$ cat config.mk
export PLATFORM = sky130hd
export DESIGN_NAME = sign_fir_quadrature_magnitude_top
export DESIGN_NICKNAME = d
export VERILOG_FILES = /design/src/hw/rtl/sfqm_pkg.sv /design/src/hw/rtl/sfqm_front.sv /design/src/hw/rtl/sfqm_queue.sv /design/src/hw/rtl/sfqm_back.sv /design/src/hw/rtl/sign_fir_quadrature_magnitude_top.sv
export SDC_FILE = /design/constraint.sdc
export NUM_CORES = 2
export LEC_CHECK = 0
export BUFFER_PORTS_ARGS = -buffer_cell sky130_fd_sc_hd__clkbuf_2
export CORE_MARGIN = 2
export CORE_UTILIZATION = 65
export CTS_BUF_LIST = sky130_fd_sc_hd__clkbuf_16
export DETAILED_ROUTE_END_ITERATION = 12
export PLACE_DENSITY = 0.85
export SLEW_MARGIN = 20
export SYNTH_ARGS = -nofsm -noshare
export SYNTH_HDL_FRONTEND = slang
export SYNTH_SLANG_ARGS = --single-unit
$ cat constraint.sdc
create_clock -name clk_i -period 13.65 [get_ports clk_i]
set_input_delay 0 -clock clk_i [delete_from_list [all_inputs] [get_ports clk_i]]
set_output_delay 0 -clock clk_i [all_outputs]
set_load 0.03 [all_outputs]
$ cat src/hw/rtl/sfqm_pkg.sv
`timescale 1ns / 1ps

package sfqm_pkg;

  // Default sizes
  localparam int TAPS_DEF          = 12;
  localparam int QUARTER_DELAY_DEF = 3;
  localparam int SAMPLE_BITS_DEF   = 12;

  // Fixed field widths
  localparam int FILT_BITS = 14;
  localparam int MAG_BITS  = 13;
  localparam int MASK_BITS = 12;

  localparam logic [MASK_BITS-1:0] MASK_RESET = MASK_BITS'(504);

  localparam int FILT_MAX = (1 << (FILT_BITS - 1)) - 1;
  localparam int FILT_MIN = -(1 << (FILT_BITS - 1));
  localparam int MAG_MAX  = (1 << MAG_BITS) - 1;

  // Square root sizing: radicand holds two squared filtered values
  localparam int SQ_BITS    = 2 * FILT_BITS;
  localparam int ROOT_BITS  = SQ_BITS / 2;
  localparam int ROOT_STEPS = ROOT_BITS;
  localparam int REM_BITS   = ROOT_BITS + 2;

  // Queue between front and back
  localparam int QUEUE_DEPTH = 2;

  // One queued transaction: current and quarter-cycle-old filtered values
  typedef struct packed {
    logic signed [FILT_BITS-1:0] cur;
    logic signed [FILT_BITS-1:0] old;
  } q_entry_t;

  // Queue status seen by both sides
  typedef struct packed {
    logic full;
    logic empty;
  } q_status_t;

endpackage

$ cat src/hw/rtl/sfqm_front.sv
`timescale 1ns / 1ps

module sfqm_front import sfqm_pkg::*; #(
  parameter int TAPS          = TAPS_DEF,
  parameter int QUARTER_DELAY = QUARTER_DELAY_DEF,
  parameter int SAMPLE_BITS   = SAMPLE_BITS_DEF
) (
  input  logic                          clk_i,
  input  logic                          rst_ni,
  // Sample channel
  input  logic                          in_valid_i,
  output logic                          in_stall_o,
  input  logic signed [SAMPLE_BITS-1:0] sample_i,
  // Configuration
  input  logic                          cfg_valid_i,
  output logic                          cfg_ready_o,
  input  logic [MASK_BITS-1:0]          coef_sign_mask_i,
  // Queue write side
  output logic                          push_o,
  output q_entry_t                      push_data_o,
  input  q_status_t                     q_status_i
);

  localparam int IDX_W    = $clog2(TAPS);
  localparam int ACC_W    = SAMPLE_BITS + $clog2(TAPS) + 1;
  localparam int DIV_SH   = ACC_W + 3;
  localparam int PROD_W   = ACC_W + DIV_SH;
  localparam int RES_W    = ACC_W + 3;
  localparam int QW       = (ACC_W + 1 > FILT_BITS + 1) ? ACC_W + 1 : FILT_BITS + 1;
  localparam logic [DIV_SH-1:0] Recip = DIV_SH'((64'd1 << DIV_SH) / 64'd6);

  typedef enum logic [5:0] {
    F_IDLE = 6'b000001,
    F_ACC  = 6'b000010,
    F_ABS  = 6'b000100,
    F_MUL  = 6'b001000,
    F_FIX  = 6'b010000,
    F_PUSH = 6'b100000
  } front_state_e;

  front_state_e                state_q, state_d;
  logic [MASK_BITS-1:0]        mask_q;
  logic signed [SAMPLE_BITS-1:0] win_q [TAPS];
  logic signed [FILT_BITS-1:0] hist_q [QUARTER_DELAY];
  logic [IDX_W-1:0]            idx_q;
  logic signed [ACC_W-1:0]     acc_q;
  logic [ACC_W-1:0]            abs_q;
  logic                        neg_q;
  logic [PROD_W-1:0]           prod_q;
  logic signed [FILT_BITS-1:0] cur_q;

  logic                        accept;
  logic [TAPS-1:0]             neg_mask;
  logic signed [ACC_W-1:0]     term;
  logic [ACC_W-1:0]            q0;
  logic [RES_W-1:0]            rem6;
  logic [ACC_W-1:0]            qfix;
  logic [QW-1:0]               qu;
  logic signed [QW-1:0]        qs;
  logic signed [FILT_BITS-1:0] qsat;

  assign accept      = in_valid_i && !in_stall_o;
  assign in_stall_o  = (state_q != F_IDLE);
  assign cfg_ready_o = 1'b1;

  // Per-tap negate flags; taps past the mask are always plus one
  for (genvar g = 0; g < TAPS; g++) begin : g_neg
    if (g < MASK_BITS) begin : g_in
      assign neg_mask[g] = mask_q[g];
    end else begin : g_out
      assign neg_mask[g] = 1'b0;
    end
  end

  // One tap term per cycle
  always_comb begin
    term = ACC_W'(win_q[idx_q]);
    if (neg_mask[idx_q]) begin
      term = -term;
    end
  end

  // Divide by six: reciprocal estimate, then one correction
  always_comb begin
    q0   = prod_q[PROD_W-1:DIV_SH];
    rem6 = RES_W'(abs_q) - ((RES_W'(q0) << 2) + (RES_W'(q0) << 1));
    qfix = (rem6 >= RES_W'(6)) ? q0 + ACC_W'(1) : q0;
    qu   = QW'(qfix);
    qs   = neg_q ? -$signed(qu) : $signed(qu);
    if (qs > QW'(FILT_MAX)) begin
      qsat = FILT_BITS'(FILT_MAX);
    end else if (qs < QW'(FILT_MIN)) begin
      qsat = FILT_BITS'(FILT_MIN);
    end else begin
      qsat = FILT_BITS'(qs);
    end
  end

  // Sequencer
  always_comb begin
    state_d = state_q;
    unique case (state_q)
      F_IDLE: begin
        if (accept) state_d = F_ACC;
      end
      F_ACC: begin
        if (idx_q == IDX_W'(TAPS - 1)) state_d = F_ABS;
      end
      F_ABS:  state_d = F_MUL;
      F_MUL:  state_d = F_FIX;
      F_FIX:  state_d = F_PUSH;
      F_PUSH: begin
        if (!q_status_i.full) state_d = F_IDLE;
      end
      default: state_d = F_IDLE;
    endcase
  end

  assign push_o          = (state_q == F_PUSH) && !q_status_i.full;
  assign push_data_o.cur = cur_q;
  assign push_data_o.old = hist_q[QUARTER_DELAY-1];

  // Control, mask, sample window and filtered history
  always_ff @(posedge clk_i or negedge rst_ni) begin
    if (!rst_ni) begin
      state_q <= F_IDLE;
      mask_q  <= MASK_RESET;
      idx_q   <= '0;
      for (int i = 0; i < TAPS; i++) win_q[i] <= '0;
      for (int i = 0; i < QUARTER_DELAY; i++) hist_q[i] <= '0;
    end else begin
      state_q <= state_d;
      if (cfg_valid_i && cfg_ready_o) begin
        mask_q <= coef_sign_mask_i;
      end
      if (accept) begin
        win_q[0] <= sample_i;
        for (int i = 1; i < TAPS; i++) win_q[i] <= win_q[i-1];
        idx_q <= '0;
      end else if (state_q == F_ACC) begin
        idx_q <= idx_q + IDX_W'(1);
      end
      if (push_o) begin
        hist_q[0] <= cur_q;
        for (int i = 1; i < QUARTER_DELAY; i++) hist_q[i] <= hist_q[i-1];
      end
    end
  end

  // Datapath
  always_ff @(posedge clk_i) begin
    if (accept) begin
      acc_q <= '0;
    end else if (state_q == F_ACC) begin
      acc_q <= acc_q + term;
    end
    if (state_q == F_ABS) begin
      neg_q <= acc_q[ACC_W-1];
      abs_q <= acc_q[ACC_W-1] ? ACC_W'(-acc_q) : ACC_W'(acc_q);
    end
    if (state_q == F_MUL) begin
      prod_q <= PROD_W'(abs_q) * PROD_W'(Recip);
    end
    if (state_q == F_FIX) begin
      cur_q <= qsat;
    end
  end

  // Checks
  a_accept_starts: assert property (@(posedge clk_i) disable iff (!rst_ni)
    accept |=> (state_q == F_ACC && idx_q == '0))
    else $error("front: accepted sample did not start accumulation");

  a_no_push_full: assert property (@(posedge clk_i) disable iff (!rst_ni)
    (state_q == F_PUSH && q_status_i.full) |=> state_q == F_PUSH)
    else $error("front: left push state while queue full");

  a_idx_range: assert property (@(posedge clk_i) disable iff (!rst_ni)
    (state_q == F_ACC) |-> (32'(idx_q) < TAPS))
    else $error("front: tap index out of range");

endmodule

$ cat src/hw/rtl/sfqm_queue.sv
`timescale 1ns / 1ps

module sfqm_queue import sfqm_pkg::*; (
  input  logic      clk_i,
  input  logic      rst_ni,
  input  logic      push_i,
  input  q_entry_t  push_data_i,
  input  logic      pop_i,
  output q_entry_t  pop_data_o,
  output q_status_t status_o
);

  localparam int PTR_W = $clog2(QUEUE_DEPTH);
  localparam int CNT_W = $clog2(QUEUE_DEPTH + 1);

  q_entry_t         mem_q [QUEUE_DEPTH];
  logic [PTR_W-1:0] wr_ptr_q, rd_ptr_q;
  logic [CNT_W-1:0] cnt_q;

  assign status_o.full  = (cnt_q == CNT_W'(QUEUE_DEPTH));
  assign status_o.empty = (cnt_q == '0);
  assign pop_data_o     = mem_q[rd_ptr_q];

  // Pointer wrap for any depth
  function automatic logic [PTR_W-1:0] ptr_inc(input logic [PTR_W-1:0] p);
    if (p == PTR_W'(QUEUE_DEPTH - 1)) return '0;
    return p + PTR_W'(1);
  endfunction

  always_ff @(posedge clk_i or negedge rst_ni) begin
    if (!rst_ni) begin
      wr_ptr_q <= '0;
      rd_ptr_q <= '0;
      cnt_q    <= '0;
    end else begin
      if (push_i) wr_ptr_q <= ptr_inc(wr_ptr_q);
      if (pop_i)  rd_ptr_q <= ptr_inc(rd_ptr_q);
      if (push_i && !pop_i)      cnt_q <= cnt_q + CNT_W'(1);
      else if (pop_i && !push_i) cnt_q <= cnt_q - CNT_W'(1);
    end
  end

  // Storage
  always_ff @(posedge clk_i) begin
    if (push_i) mem_q[wr_ptr_q] <= push_data_i;
  end

  a_no_overflow: assert property (@(posedge clk_i) disable iff (!rst_ni)
    push_i |-> (!status_o.full || pop_i))
    else $error("queue: push while full");

  a_no_underflow: assert property (@(posedge clk_i) disable iff (!rst_ni)
    pop_i |-> !status_o.empty)
    else $error("queue: pop while empty");

  a_cnt_range: assert property (@(posedge clk_i) disable iff (!rst_ni)
    32'(cnt_q) <= QUEUE_DEPTH)
    else $error("queue: count out of range");

endmodule

$ cat src/hw/rtl/sfqm_back.sv
`timescale 1ns / 1ps

module sfqm_back import sfqm_pkg::*; (
  input  logic                        clk_i,
  input  logic                        rst_ni,
  // Queue read side
  output logic                        pop_o,
  input  q_entry_t                    pop_data_i,
  input  q_status_t                   q_status_i,
  // Result channel
  output logic                        out_valid_o,
  input  logic                        out_stall_i,
  output logic signed [FILT_BITS-1:0] filtered_o,
  output logic [MAG_BITS-1:0]         magnitude_o
);

  localparam int CNT_W = $clog2(ROOT_STEPS);

  typedef enum logic [3:0] {
    B_IDLE = 4'b0001,
    B_SQ   = 4'b0010,
    B_ROOT = 4'b0100,
    B_DONE = 4'b1000
  } back_state_e;

  back_state_e                 state_q, state_d;
  logic [CNT_W-1:0]            cnt_q;
  logic signed [FILT_BITS-1:0] cur_q, old_q;
  logic [SQ_BITS-1:0]          rad_q;
  logic [REM_BITS-1:0]         rem_q;
  logic [ROOT_BITS-1:0]        root_q;
  logic                        out_valid_q;
  logic signed [FILT_BITS-1:0] filt_q;
  logic [MAG_BITS-1:0]         mag_q;

  logic signed [SQ_BITS-1:0]   sq_cur, sq_old;
  logic [REM_BITS+1:0]         rem_sh, trial;
  logic                        take;
  logic                        load_out;
  logic [MAG_BITS-1:0]         mag_sat;

  assign pop_o    = (state_q == B_IDLE) && !q_status_i.empty;
  assign take     = out_valid_q && !out_stall_i;
  assign load_out = (state_q == B_DONE) && (!out_valid_q || !out_stall_i);

  // Squares: current value squared on pop, old value squared in the square state
  assign sq_cur = SQ_BITS'(pop_data_i.cur) * SQ_BITS'(pop_data_i.cur);
  assign sq_old = SQ_BITS'(old_q) * SQ_BITS'(old_q);

  // One root bit per step
  assign rem_sh = {rem_q, rad_q[SQ_BITS-1 -: 2]};
  assign trial  = {(REM_BITS - ROOT_BITS)'(0), root_q, 2'b01};

  assign mag_sat = (root_q > ROOT_BITS'(MAG_MAX)) ? MAG_BITS'(MAG_MAX) : MAG_BITS'(root_q);

  always_comb begin
    state_d = state_q;
    unique case (state_q)
      B_IDLE: if (pop_o) state_d = B_SQ;
      B_SQ:   state_d = B_ROOT;
      B_ROOT: if (cnt_q == CNT_W'(ROOT_STEPS - 1)) state_d = B_DONE;
      B_DONE: if (load_out) state_d = B_IDLE;
      default: state_d = B_IDLE;
    endcase
  end

  always_ff @(posedge clk_i or negedge rst_ni) begin
    if (!rst_ni) begin
      state_q     <= B_IDLE;
      cnt_q       <= '0;
      out_valid_q <= 1'b0;
    end else begin
      state_q <= state_d;
      if (state_q == B_SQ) cnt_q <= '0;
      else if (state_q == B_ROOT) cnt_q <= cnt_q + CNT_W'(1);
      if (load_out) out_valid_q <= 1'b1;
      else if (take) out_valid_q <= 1'b0;
    end
  end

  // Datapath
  always_ff @(posedge clk_i) begin
    if (pop_o) begin
      cur_q <= pop_data_i.cur;
      old_q <= pop_data_i.old;
      rad_q <= $unsigned(sq_cur);
    end
    if (state_q == B_SQ) begin
      rad_q  <= rad_q + $unsigned(sq_old);
      rem_q  <= '0;
      root_q <= '0;
    end
    if (state_q == B_ROOT) begin
      rad_q <= rad_q << 2;
      if (rem_sh >= trial) begin
        rem_q  <= REM_BITS'(rem_sh - trial);
        root_q <= {root_q[ROOT_BITS-2:0], 1'b1};
      end else begin
        rem_q  <= REM_BITS'(rem_sh);
        root_q <= {root_q[ROOT_BITS-2:0], 1'b0};
      end
    end
    if (load_out) begin
      filt_q <= cur_q;
      mag_q  <= mag_sat;
    end
  end

  assign out_valid_o = out_valid_q;
  assign filtered_o  = filt_q;
  assign magnitude_o = mag_q;

  a_pop_starts: assert property (@(posedge clk_i) disable iff (!rst_ni)
    pop_o |=> state_q == B_SQ)
    else $error("back: pop did not start squaring");

  a_done_holds: assert property (@(posedge clk_i) disable iff (!rst_ni)
    (state_q == B_DONE && out_valid_q && out_stall_i) |=> state_q == B_DONE)
    else $error("back: result dropped while output stalled");

  a_root_entry: assert property (@(posedge clk_i) disable iff (!rst_ni)
    $rose(state_q == B_ROOT) |-> cnt_q == '0)
    else $error("back: root step count not cleared");

endmodule

$ cat src/hw/rtl/sign_fir_quadrature_magnitude_top.sv
`timescale 1ns / 1ps
// The front accepts a new sample only once the last one is pushed; it adds one tap per cycle,
// the back resolves one square root bit per cycle over 14 steps.
// A two-entry queue between front and back lets each side stall on its own.
// Reset (async, active low) clears the sample window, the filtered history and control,
// and loads the sign mask with 504.

module sign_fir_quadrature_magnitude_top import sfqm_pkg::*; #(
  parameter int TAPS          = TAPS_DEF,
  parameter int QUARTER_DELAY = QUARTER_DELAY_DEF,
  parameter int SAMPLE_BITS   = SAMPLE_BITS_DEF
) (
  input  logic                          clk_i,
  input  logic                          rst_ni,
  input  logic                          in_valid_i,
  output logic                          in_stall_o,
  input  logic signed [SAMPLE_BITS-1:0] sample_i,
  input  logic                          cfg_valid_i,
  output logic                          cfg_ready_o,
  input  logic [MASK_BITS-1:0]          coef_sign_mask_i,
  output logic                          out_valid_o,
  input  logic                          out_stall_i,
  output logic signed [FILT_BITS-1:0]   filtered_o,
  output logic [MAG_BITS-1:0]           magnitude_o
);

  logic      push, pop;
  q_entry_t  push_data, pop_data;
  q_status_t q_status;

  // Accumulate, divide, keep history
  sfqm_front #(
    .TAPS          (TAPS),
    .QUARTER_DELAY (QUARTER_DELAY),
    .SAMPLE_BITS   (SAMPLE_BITS)
  ) u_front (
    .clk_i            (clk_i),
    .rst_ni           (rst_ni),
    .in_valid_i       (in_valid_i),
    .in_stall_o       (in_stall_o),
    .sample_i         (sample_i),
    .cfg_valid_i      (cfg_valid_i),
    .cfg_ready_o      (cfg_ready_o),
    .coef_sign_mask_i (coef_sign_mask_i),
    .push_o           (push),
    .push_data_o      (push_data),
    .q_status_i       (q_status)
  );

  // Decoupling queue
  sfqm_queue u_queue (
    .clk_i       (clk_i),
    .rst_ni      (rst_ni),
    .push_i      (push),
    .push_data_i (push_data),
    .pop_i       (pop),
    .pop_data_o  (pop_data),
    .status_o    (q_status)
  );

  // Squares, square root, output register
  sfqm_back u_back (
    .clk_i       (clk_i),
    .rst_ni      (rst_ni),
    .pop_o       (pop),
    .pop_data_i  (pop_data),
    .q_status_i  (q_status),
    .out_valid_o (out_valid_o),
    .out_stall_i (out_stall_i),
    .filtered_o  (filtered_o),
    .magnitude_o (magnitude_o)
  );

endmodule
# Word level (Yosys, flattened, before mapping)
# Memories as Yosys holds them, arrays and structs flattened.
# Index checks and enable logic that the tools add are counted.
# classes
n_addsub	15
n_mul	3
magnitude_cmp	7
eq_ne	20
muxes	45
bitwise	1
n_reduce_logical	24
# op_table
op	count
28-bit two-way mux	3
16-bit two-way mux	4
14-bit by 14-bit multiplier with 28-bit output	2
12-bit binary-select mux with 4-bit select	1
14-bit two-way mux	3
6-bit one-hot mux with 6 select lines	1
17-bit by 17-bit multiplier with 34-bit output, second input constant	1
17-bit two-way mux	2
28-bit adder	1
4-bit two-way mux	7
12-bit two-way mux	2
20-bit by 3-bit >= comparator with 1-bit output, second input constant	1
17-bit by 20-bit subtractor with 20-bit output	1
17-bit by 16-bit adder with 18-bit output	1
18-bit by 16-bit >= comparator with 1-bit output	1
18-bit by 14-bit greater-than comparator with 1-bit output, second input constant	1
18-bit by 14-bit < comparator with 1-bit output, second input constant	1
18-bit two-way mux	1
6-bit two-way mux	3
17-bit negator with 18-bit output	1
17-bit adder	1
12-bit negator with 17-bit output	1
17-bit negator	1
15-bit by 1-bit adder with 16-bit output, second input constant	1
other kinds (34)	73
# word_totals
regBits	417
mem_bits_rw	56
mem_count	1
# mem_list
memory	words	word_bits	read_ports	rd_clocked_by_memory_dff	wr	line_no	text
u_queue.mem_q	2	28	1	0	1	sfqm_queue.sv:16	q_entry_t mem_q [QUEUE_DEPTH];

# Logic depth before layout (Yosys ltp)
# logic_depth
word_depth	8
depth_mapped	32
ltp_nobuf	30

# Cells and area by module
# A second synthesis with hierarchy kept.
# unflattened
cells_unflattened	4297
hier_area_um2	42423.2
# by_module_without_submodules
mod	n_inst	cells_per_inst	area_each_um2	seq_area_each_um2
sfqm_back	1	2118	20568.5	3599.7
sfqm_front	1	2076	19600.0	6965.4
sfqm_queue	1	103	2254.7	1781.7

# Worst setup path after synthesis
# No wires, ideal clock.
# synth_path
path_type	register to register
from	reg u_queue.rd_ptr_q
to	reg u_back.rad_q[27] (data pin)
setup_ns	0.280
t_arrival_ns	7.637
required_ns	13.370
setup_slack_ns	5.733
stages_incl_launch_ff	28
path_buffers	3
period_less_slack_ns	7.917
path_cell_list	dfrtp_1 buf_1 clkbuf_1 mux2i_1 clkbuf_1 nor2_1 fa_1 fa_1 fa_1 inv_1 fa_1 fa_1 inv_1 fa_1 ha_1 nor3_1 o21ai_0 a31oi_1 o21ai_0 o211a_1 nor4b_1 o31ai_1 o41ai_1 o21ai_0 a21o_1 a21oi_1 xnor2_1 a222oi_1
# synth_between
elab_chain_cells	5
# synth_lines
item	line_no	text
from (decl)	sfqm_queue.sv:17	logic [PTR_W-1:0] wr_ptr_q, rd_ptr_q;
from (signal assigned)	sfqm_queue.sv:37	if (pop_i) rd_ptr_q <= ptr_inc(rd_ptr_q);
memory 2 x 28 bit	--	
14-bit by 14-bit multiplier with 28-bit output	sfqm_back.sv:47	assign sq_cur = SQ_BITS'(pop_data_i.cur) * SQ_BITS'(pop_data_i.cur);
28-bit two-way mux	sfqm_back.sv:83	if (pop_o) begin
28-bit two-way mux	sfqm_back.sv:88	if (state_q == B_SQ) begin
28-bit two-way mux	sfqm_back.sv:93	if (state_q == B_ROOT) begin
to (signal assigned)	sfqm_back.sv:86	rad_q <= $unsigned(sq_cur);
to (signal assigned)	sfqm_back.sv:89	rad_q <= rad_q + $unsigned(sq_old);
to (signal assigned)	sfqm_back.sv:94	rad_q <= rad_q << 2;
to (decl)	sfqm_back.sv:29	logic [SQ_BITS-1:0] rad_q;
# Every way passes these cells. The select of a mux whose other input is x is not followed.
# A chain may end at the register's enable or synchronous reset.

# Worst setup path after layout
# Same ends and word-level chain as after synthesis.

==> impl_metrics.tcl <==
set metrics [dict create \
    status "finished, final reports clean" \
    multi_input_area_sq_mm 0.02557 \
    wl_per_cell_um 18.27 \
    timing.setup.tns_ns 0 \
    drv_slew 0 \
    worstRegToRegCells 26 \
    final_common_cell "nand2_1" \
    use_met1_pct 36.20 \
    clock_path_buffers 3 \
    grt_pass1_vias 30980 \
    fp.dieW_um 254.8 \
    start_util_pct 65.99 \
    async_flop_share_pct 48.68 \
    setup_viol 0 \
    fp.dieH_um 254.8 \
    syn_avg_cell_area_sq_um 10.05 \
    grt-busiest-layer "met2" \
    clkTransAtPathRegs_ns 0.06 \
    drive_gt1_share_pct 6.465 \
    root_buffer "clkbuf_16" \
    cts_resized 0 \
    io_pins 59 \
    postRouteAntennaNets 0 \
    place_congestion 0.9177 \
    via_count 28930 \
    ys_ff_latch 454 \
    whs_endpoint "u_front.win_q[136]" \
    grt_setup_unrepaired "no" \
    critPathMaxFanout 13 \
    syn_area_sq_mm 0.04087 \
    syn_inst 4067 \
    wirelength_um 91300 \
    cts_sinks 454 \
    worst_pin_slew_ns 1.078 \
    tritoncts.num_buffers 47 \
    reg2reg_from "u_queue.rd_ptr_q" \
    arrival_ns 9.00 \
    crit_required_ns 14.05 \
    period_share_pct 63.01 \
    drc 0 \
    area_growth_pct 7.616 \
    fin_nets 4991 \
    slew_headroom_pct 27.90 \
    core_sq_mm 0.06194 \
    hpwl_um 67110 \
    grt_max_degree 147 \
    cp-end-kind "flip-flop" \
    yosysSeqAreaShare_pct 30.21 \
    nFillCells 4281 \
    min_path_type "in2reg" \
    drtPass1Iterations 7 \
    final_cell_mix "nand2_1 (777), inv_1 (674), fa_1 (479), ha_1 (361), nor2_1 (223)" \
    synth_cell_types 97 \
    synth_edf_count 214 \
    critPathLaunchType "flip-flop" \
    synth_fp_nets 4936 \
    max_freq_mhz 116.3 \
    gr-total-overflow 0 \
    hold_path_depth 4 \
    place.port_buffers 57 \
    hold_viol 0 \
    yosys_warnings 0 \
    clock_skew_ns 0.05314 \
    rr_endpoint "u_back.rad_q[27]" \
    antenna_found_initial 1 \
    use_met2_pct 51.28 \
    clk_latency_ns 0.65 \
    diodes 0 \
    grt_pass1_wl_um 151800 \
    grt_usage_pct 29.59 \
    vias_per_cell 5.788 \
    seq_area_sq_mm 0.01235 \
    period_needed_ns 8.601 \
    drt_iter0_markers 1915 \
    cts_max_level 2 \
    worstSetupPathType "reg2reg" \
    hp-start "sample_i[4]" \
    use_met3_pct 4.736 \
    max_cap_viol_count 0 \
    row_count 91 \
    cts_tree "built" \
    rrSetupSlack_ns 5.05 \
    synth_top_flop_cell "edfxtp_1" \
    die_area_sq_mm 0.06491 \
]
[stage by stage]
stage          util, %  instances  worst slack (ns)  hold WS [ns]  cell area (sq um)
2_1_floorplan        -       4067             5.733       -0.2956              40870
3_3_place_gp     67.83       4868             5.527        0.1919              42020
3_5_place_dp     67.83       4868             5.189        0.1945              42020
4_1_cts          70.91       4995             5.146       0.05391              43920
5_1_grt          71.02       4998             4.634        0.1033              43990
6_report         71.02       4998             5.049       0.08315              43990
[metal layers]
metal | wire, um | vias up
li1 | - | 13230
met1 | 34970 | 14350
met2 | 46270 | 1040
met3 | 5419 | 307
met4 | 4644 | 0
met5 | 0 | -
[final cells by class]
class / count / share of cell area (%)
Clock buffer: 48 / 2.731
Clock inverter: 40 / 0.7168
Inverter: 667 / 5.692
Multi-Input combinational cell: 2820 / 58.14
Sequential cell: 454 / 28.07
Tap cell: 837 / 2.381
Timing Repair Buffer: 132 / 2.270
[flip-flops by register name, indices dropped and copies added, names as in the netlist, 2 cells and up]
name and cells:
u_front.mask_q 12, u_back.rem_q 16, u_queue.cnt_q 2, u_back.cnt_q 4, u_back.magnitude_o 13, u_front.hist_q 28
u_front.state_q 6, u_front.abs_q 17, u_front.win_q 144, u_front.cur_q 14, u_back.old_q 14, u_front.acc_q 17
u_back.cur_q 14, u_back.filtered_o 14, u_front.idx_q 4, u_front.prod_q 15, u_front.push_data_o 14, u_queue.mem_q 56
u_back.rad_q 28, u_back.state_q 4, u_back.root_q 14
[kinds of logic after synthesis]
kind of cell / count (synthesis) / share of synthesized area, %
buffers and inverters: 793 / 7.334
muxes: 110 / 3.973
xor gates and xnor gates: 177 / 3.894
DFF: 454 / 30.21
other: 1 / 0.009174
adders and majority gates: 840 / 34.51
and+or+nand+nor: 1279 / 13.53
AOI/OAI and AO/OA: 413 / 6.545
[critical path, cell delays in order, from the launching register on]
cell,delay [ns]
dfrtp_1,0.75
mux2i_1,0.88
nor2_1,0.23
fa_1,0.57
inv_1,0.06
fa_1,0.42
inv_1,0.08
fa_1,0.42
inv_1,0.09
fa_1,0.44
fa_1,0.55
inv_1,0.06
fa_1,0.48
ha_1,0.22
nor3_1,0.28
o21ai_0,0.14
a31oi_1,0.31
o21ai_0,0.13
o211a_1,0.16
nor4b_1,0.44
o31ai_1,0.21
o41ai_1,0.45
o21ai_0,0.24
a21o_1,0.22
a21oi_1,0.19
xnor2_1,0.13
a222oi_1,0.27
[how the worst max path moves through the flow]
| stage | end | slack (ns) | from | cells after the start |
|---|---|---|---|---|
| floorplan | u_back.rad_q[27] | 5.73 | u_queue.rd_ptr_q | 27 |
| global placement | u_back.rad_q[27] | 5.53 | u_queue.rd_ptr_q | 26 |
| detailed placement | u_back.rad_q[27] | 5.19 | u_queue.rd_ptr_q | 26 |
| CTS | u_back.rad_q[27] | 5.15 | u_queue.rd_ptr_q | 26 |
| global route | u_back.rad_q[27] | 4.63 | u_queue.rd_ptr_q | 26 |
| finish | u_back.rad_q[27] | 5.05 | u_queue.rd_ptr_q | 26 |
[Yosys cell counts (all sizes together) (39+ instances only)]
library cell	count	share of area, %
nor2	225	2.1
mux4	39	2.1
edfxtp	214	16
a21oi	129	1.6
and2	43	0.66
nor3	45	0.55
clkbuf	105	0.96
nand2	778	7.1
mux2i	43	1.1
xor2	51	1.1
inv	665	6.1
o21ai	76	0.94
xnor2	126	2.8
fa	479	23
dfrtp	213	13
ha	361	11
[what timing repair did]
action                    4_1_cts  5_1_grt
hold endpoints to repair      212       55
setup buffers                   0        0
hold buffers                   39        1
Power is not shown: default switching activity piles up to over one toggle a cycle in this logic, so the estimate is an artifact.
